--- src/sv/crvg_pkg.sv ---
package crvg_pkg;

    localparam int SLICE_COUNT_DEF = 20;
    localparam int SLICE_MIN       = 3;
    localparam int SLICE_MAX       = 32;
    localparam int IDX_W           = 5;
    localparam int CS_W            = 20;
    localparam int N_W             = 18;
    localparam int W_W             = 20;
    localparam int NE_W            = 34;
    localparam int PT_W            = 26;
    localparam int ACC_W           = 48;
    localparam int QUEUE_DEPTH     = 2;

    localparam longint ATAN_TAB [16] = '{
        64'h20000000, 64'h12E4051E, 64'h09FB385B, 64'h051111D4,
        64'h028B0D43, 64'h0145D7E1, 64'h00A2F61E, 64'h00517C55,
        64'h0028BE53, 64'h00145F2F, 64'h000A2F98, 64'h000517CC,
        64'h00028BE6, 64'h000145F3, 64'h0000A2FA, 64'h0000517D
    };

    typedef enum logic [3:0] {
        F_IDLE, F_SQ, F_SQRT, F_DIV, F_DOT, F_PROJ, F_CROSS, F_NE, F_PUSH
    } t_fstate;

    typedef struct packed {
        logic [2:0][31:0]     base;
        logic [30:0]          radius;
        logic [2:0][N_W-1:0]  u;
        logic [2:0][W_W-1:0]  w;
        logic [2:0][NE_W-1:0] ne;
        logic                 degen;
    } t_job;

    typedef struct packed {
        logic full;
        logic empty;
    } t_qstat;

    function automatic int slice_clamp(input int s);
        int r;
        r = s;
        if (r < SLICE_MIN) r = SLICE_MIN;
        if (r > SLICE_MAX) r = SLICE_MAX;
        return r;
    endfunction

    function automatic logic [2*CS_W-1:0] cordic_cs(input longint phase);
        longint     z, x, y, nx, c, s;
        logic [1:0] quad;
        quad = phase[31:30];
        z = phase & 64'h3FFFFFFF;
        x = 39796;
        y = 0;
        for (int k = 0; k < 16; k++) begin
            if (z >= 0) begin
                nx = x - (y >>> k);
                y  = y + (x >>> k);
                z  = z - ATAN_TAB[k];
            end else begin
                nx = x + (y >>> k);
                y  = y - (x >>> k);
                z  = z + ATAN_TAB[k];
            end
            x = nx;
        end
        unique case (quad)
            2'd0: begin c = x;  s = y;  end
            2'd1: begin c = -y; s = x;  end
            2'd2: begin c = -x; s = -y; end
            default: begin c = y; s = -x; end
        endcase
        return {c[CS_W-1:0], s[CS_W-1:0]};
    endfunction

    function automatic logic [31:0] sat32(input logic signed [ACC_W-1:0] v);
        logic [31:0] r;
        if (v > $signed(ACC_W'(32'h7FFFFFFF)))
            r = 32'h7FFFFFFF;
        else if (v < $signed({{(ACC_W-32){1'b1}}, 32'h80000000}))
            r = 32'h80000000;
        else
            r = v[31:0];
        return r;
    endfunction

endpackage

--- src/sv/crvg_queue.sv ---
module crvg_queue import crvg_pkg::*; (
    input  logic   i_clk,
    input  logic   i_rst_n,
    input  logic   i_push,
    input  t_job   i_job,
    input  logic   i_pop,
    output t_job   o_head,
    output t_qstat o_stat
);
    localparam int PW = $clog2(QUEUE_DEPTH);

    t_job         r_mem [QUEUE_DEPTH];
    logic [PW-1:0] r_wr, r_rd;
    logic [PW:0]   r_cnt;

    always_ff @(posedge i_clk) begin
        if (!i_rst_n) begin
            r_wr  <= '0;
            r_rd  <= '0;
            r_cnt <= '0;
        end else begin
            if (i_push) r_wr <= PW'(r_wr + 1'b1);
            if (i_pop)  r_rd <= PW'(r_rd + 1'b1);
            r_cnt <= (PW+1)'(r_cnt + i_push - i_pop);
        end
    end

    always_ff @(posedge i_clk) begin
        if (i_push) r_mem[r_wr] <= i_job;
    end

    assign o_head       = r_mem[r_rd];
    assign o_stat.full  = (r_cnt == (PW+1)'(QUEUE_DEPTH));
    assign o_stat.empty = (r_cnt == '0);
endmodule

--- config.mk ---
export PLATFORM = sky130hd
export DESIGN_NAME = crvg_queue
export DESIGN_NICKNAME = d
export VERILOG_FILES = /design/src/sv/crvg_pkg.sv /design/src/sv/crvg_queue.sv
export SDC_FILE = /design/constraint.sdc
export NUM_CORES = 1
export LEC_CHECK = 0
export BUFFER_PORTS_ARGS = -buffer_cell sky130_fd_sc_hd__buf_4
export CAP_MARGIN = 20
export CORE_AREA = 2 2 269 271
export CTS_CLUSTER_SIZE = 20
export DETAILED_ROUTE_END_ITERATION = 8
export DIE_AREA = 0 0 271 273
export HOLD_SLACK_MARGIN = 0.15
export SLEW_MARGIN = 40
export SYNTH_ARGS = -nofsm -noshare
export SYNTH_HDL_FRONTEND = slang
export SYNTH_SLANG_ARGS = --single-unit
--- constraint.sdc ---
create_clock -name i_clk -period 23.1 [get_ports i_clk]
set_input_delay 2.31 -clock i_clk [delete_from_list [all_inputs] [get_ports i_clk]]
set_output_delay 2.31 -clock i_clk [all_outputs]
set_load 0.02 [all_outputs]
Word level (Yosys, flattened, before mapping)
Memory sizes are Yosys's and may differ from the RTL's. A register that Yosys moved wholly into a read port is not among the register bits.
Index checks and enable logic that the tools add are counted.
- reductions and logical operators: 1
- add/sub/neg operators: 4
- muxes and demuxes: 4
- eq/ne operators: 1
- operators with widths (operator ; count):
    two-way mux 1 bit ; 4
    adder 1 bit (second input constant) ; 2
    adder 2 x 1 -> 2 bit ; 1
    == test 2 bit (second input constant) ; 1
    logical NOT 2 bit ; 1
    subtractor 2 x 1 -> 2 bit ; 1
- memories kept: 1
- bits in writable memories: 688
- input port bits: 348
- bits in registers: 4
- output and inout bits: 346
- word-level logic and storage cells: 14
- memories (memory ; depth ; width ; read ports ; clocked after memory_dff ; write ports ; line ; RTL):
    r_mem ; 2 ; 344 ; 1 ; 1 ; 1 ; crvg_queue.sv:12 ; t_job r_mem [QUEUE_DEPTH];

Logic depth before layout (Yosys ltp)
- depth after elaboration: 3
- gate-level depth with buffers: 6
- mapped depth without buffers: 6

Least setup slack after synthesis
Ideal clock, no wire load.
- path type: in2reg
- start: input i_push
- end: register r_wr
- cell stages on the path: 2
- slack: 4.781 ns
- data arrival time: 18.190 ns
- data required time: 22.971 ns
- library setup time: 0.129 ns
- buffers on the path: 0
- path through: nor2b_1 o21a_1
- RTL lines (what ; line ; RTL):
    start: declaration ; crvg_queue.sv:4 ; input logic i_push,
    end signal: assignment ; crvg_queue.sv:22 ; if (i_push) r_wr <= PW'(r_wr + 1'b1);
    end: declaration ; crvg_queue.sv:13 ; logic [PW-1:0] r_wr, r_rd;

==> impl_metrics.env <==
export IMPL_cp_start_kind="flip-flop"
export IMPL_final_core_util_pct=48.7
export IMPL_synth_area_mm2=0.0257
export IMPL_die_x_um=271
export IMPL_worst_path_largest_cell_delay_ns=0.60
export IMPL_design_portCount=694
export IMPL_yosysSeqAreaShare_pct=80.9
export IMPL_placed_cell_area_mm2=0.0320
export IMPL_fin_setup_tns_ns=0
export IMPL_share_of_the_synthesized_area_in_compound_gates_ao_oa_aoi_oai_pct=0.0293
export IMPL_initial_cell_density_of_the_core_pct=36.1
export IMPL_nNetsFinal=2191
export IMPL_timing_critical_path_to_type="primary output"
export IMPL_post_synth_inst_count=1091
export IMPL_synth_yosys_warnings=0
export IMPL_area_growth_synth_to_final_pct=34.7
export IMPL_power_density_cells_mw_per_mm2=88.9
export IMPL_placed_cells=2711
export IMPL_synth_mux_area_share_pct=17.4
export IMPL_worst_case_headroom_to_the_max_slew_limit_pct=51.6
export IMPL_dp_final_hpwl_um=41200
export IMPL_post_placement_setup_slack_ns=17.91
export IMPL_synth_simple_gate_area_share_pct=0.210
export IMPL_critical_path_cell_chain="buf_12 > buf_12 > buf_16 > mux2_4 > buf_4"
export IMPL_grt_total_usage_pct=15.4
export IMPL_synth_top_cells_by_area="sky130_fd_sc_hd__edfxtp_1 (80%), sky130_fd_sc_hd__mux2_4 (9.4%), sky130_fd_sc_hd__mux2_2 (8.1%), sky130_fd_sc_hd__buf_6 (0.79%), sky130_fd_sc_hd__dfxtp_1 (0.39%)"
export IMPL_port_buffers=693
export IMPL_detailed_route_via_count=12800
export IMPL_worstSetupPathType="flip-flop to primary output"
export IMPL_floorplan_rows=98
export IMPL_die_h_um=273
export IMPL_achievable_frequency_mhz=190
export IMPL_drt_drc_violations_left=0
export IMPL_clock_tree_buffer_depth=3
export IMPL_vias_in_the_first_global_route=13400
export IMPL_cp_required_ns=20.79
export IMPL_routed_wire_length_per_instance_um=21.0
export IMPL_yosys_area_share_adder_pct=0.0975
export IMPL_grt_pass1_wl_um=84800
export IMPL_drt_first_pass_iters=5
export IMPL_hold_violations=0
export IMPL_drt_vias_per_instance=4.48
export IMPL_post_cts_setup_buffer_count=0
export IMPL_cts_root_buf="sky130_fd_sc_hd__clkbuf_16"
export IMPL_period_minus_slack_ns=5.26
export IMPL_finalMaxSlewViolations=0
export IMPL_area_share_of_xor_xnor_cells_in_the_synthesized_design_pct=0.122
export IMPL_timing_hold_worst_class="flip-flop to flip-flop"
export IMPL_setup_viol=0
export IMPL_rsz0062_at_grt="false"
export IMPL_post_route_cell_area_mm2=0.0346
export IMPL_place_gp_congestion=0.770
export IMPL_tritoncts="done"
export IMPL_fin_crit_sh_pct=22.8
export IMPL_die_area_mm2=0.0740
export IMPL_yosys_register_bits=693
export IMPL_core_region_area_mm2=0.0710
export IMPL_timing_max_cap_violations=0
export IMPL_grt_ovfl_total=0
export IMPL_antenna_found_initial=5
export IMPL_p_leak_uw=0.0131
export IMPL_fin_worst_skew_ns=0.0139
export IMPL_insertion_delay_ns=0.61
export IMPL_grt_max_degree=94
export IMPL_layout_drive_gt1_share_pct=61.4
export IMPL_tritoncts_num_sinks=693
export IMPL_instances_no_fill=2857
export IMPL_critical_path_most_common_cell="sky130_fd_sc_hd__buf_12"
export IMPL_crit_path_arrival_time_ns=2.95
export IMPL_worst_setup_hold_path_clk_slew_ns=0.05
export IMPL_finalWirelength_um=59900
export IMPL_syn_nets=1441
export IMPL_avgSynthCellArea_um2=23.5
export IMPL_critical_path_top_delay_cell="sky130_fd_sc_hd__dfxtp_4"
export IMPL_synth_top_area_share_pct=80.5
export IMPL_drt_iter0_drc=702
export IMPL_clock_tree_htree_level_count=3
export IMPL_cts_inserted_buffers=76
export IMPL_transition_time_at_the_pin_with_the_least_slew_margin_ns=0.726
export IMPL_hold_fix_buffer_count_after_cts=0
export IMPL_final_ant_viol_nets=0
export IMPL_result_of_the_run="finished, final reports clean"
export IMPL_synth_cell_type_count=15
export IMPL_vdd_drop_max_v=0.0000557
export IMPL_synth_area_leader_cell="sky130_fd_sc_hd__edfxtp_1"
export IMPL_cp_max_fo=67
export IMPL_largest_family_of_logic_cells_by_synthesized_area="multiplexers"
export IMPL_post_cts_resized_instances=0
export IMPL_final_worst_path_setup_slack_ns=17.84
cell families after synthesis:
| group | after synthesis |
|---|---|
| xor gates and xnor gates | 2 |
| AOI/OAI and AO/OA | 1 |
| DFF | 693 |
| muxes | 344 |
| and+or+nand+nor | 9 |
| buffers and inverters | 40 |
| adders and majority gates | 2 |
per-stage QoR:
stage | hold slack (ns) | power (uW)
4_1_cts | 0.589 | 3110
6_report | 0.584 | 3070
3_5_place_dp | 0.581 | 1920
3_3_place_gp | 0.561 | 1910
2_1_floorplan | 0.555 | 1750
5_1_grt | 0.612 | 3180
final cells by class:
type / instances / area (um^2)
flip-flops and latches: 693 / 20800
repair buffers: 710 / 5510
diodes: 5 / 12.5
clock inverters: 48 / 489
inverters: 2 / 7.51
multi-input cells: 358 / 4600
clock buffers: 91 / 1990
well taps: 950 / 1190
fillers: 5919 / 36400
flip-flops by register name (all words and copies together), names as in the netlist, named ones only:
register and count:
r_rd 1, r_mem 688, r_wr 1, r_cnt 2
power by group:
part | internal (uW) | total [uW] | switching, uW
clock network | 700 | 1190 | 486
registers | 1460 | 1470 | 16.0
logic | 202 | 416 | 214
cell usage in the layout, fill, tap and decap left out:
master and count:
sky130_fd_sc_hd__and2_1 3, sky130_fd_sc_hd__and2_4 1, sky130_fd_sc_hd__buf_12 6, sky130_fd_sc_hd__buf_16 4
sky130_fd_sc_hd__buf_4 693, sky130_fd_sc_hd__buf_6 7, sky130_fd_sc_hd__bufinv_16 7, sky130_fd_sc_hd__clkbuf_1 13
sky130_fd_sc_hd__clkbuf_16 77, sky130_fd_sc_hd__clkbuf_8 1, sky130_fd_sc_hd__clkinv_1 15, sky130_fd_sc_hd__clkinv_16 2
sky130_fd_sc_hd__clkinv_2 18, sky130_fd_sc_hd__clkinvlp_4 2, sky130_fd_sc_hd__dfxtp_1 4, sky130_fd_sc_hd__dfxtp_4 1
sky130_fd_sc_hd__diode_2 5, sky130_fd_sc_hd__edfxtp_1 688, sky130_fd_sc_hd__ha_1 2, sky130_fd_sc_hd__inv_1 2
sky130_fd_sc_hd__inv_16 2, sky130_fd_sc_hd__inv_6 2, sky130_fd_sc_hd__mux2_2 184, sky130_fd_sc_hd__mux2_4 160
sky130_fd_sc_hd__nor2_1 1, sky130_fd_sc_hd__nor2b_1 3, sky130_fd_sc_hd__nor2b_4 1, sky130_fd_sc_hd__o21a_1 1
sky130_fd_sc_hd__xnor3_1 1, sky130_fd_sc_hd__xor2_1 1
cells in the mapped netlist, drive strengths merged:
cell type  number
nor2b           4
xnor3           1
edfxtp        688
and2            4
buf            38
ha              2
nor2            1
inv             2
dfxtp           5
xor2            1
o21a            1
mux2          344
path summary, 6_finish.rpt:
check / start / end / slack, ns / cells after the start
hold / removal: r_rd / flip-flop / 0.58 / 2
setup reg to reg: r_wr / r_mem[0][180] / 20.26 / 5
setup / recovery: flip-flop / o_head[217] / 17.84 / 5
hold reg to reg: r_rd / flip-flop / 0.58 / 2
metal layers:
layer	track usage, %	wire, um	vias up	part of all wire (%)
li1	-	-	5871	-
met1	16.5	21500	6373	36
met2	27.6	31700	448	53
met3	5.39	4860	104	8.1
met4	6.30	1800	4	3.0
met5	0	23	-	0.038
critical path, delay by kind of cell, from the launching register on:
family	cells	cell delay (ns)
buffers and inverters	4	1.20
flip-flops	1	0.60
multiplexers	1	0.37
Power figures use the tool's default switching activity.
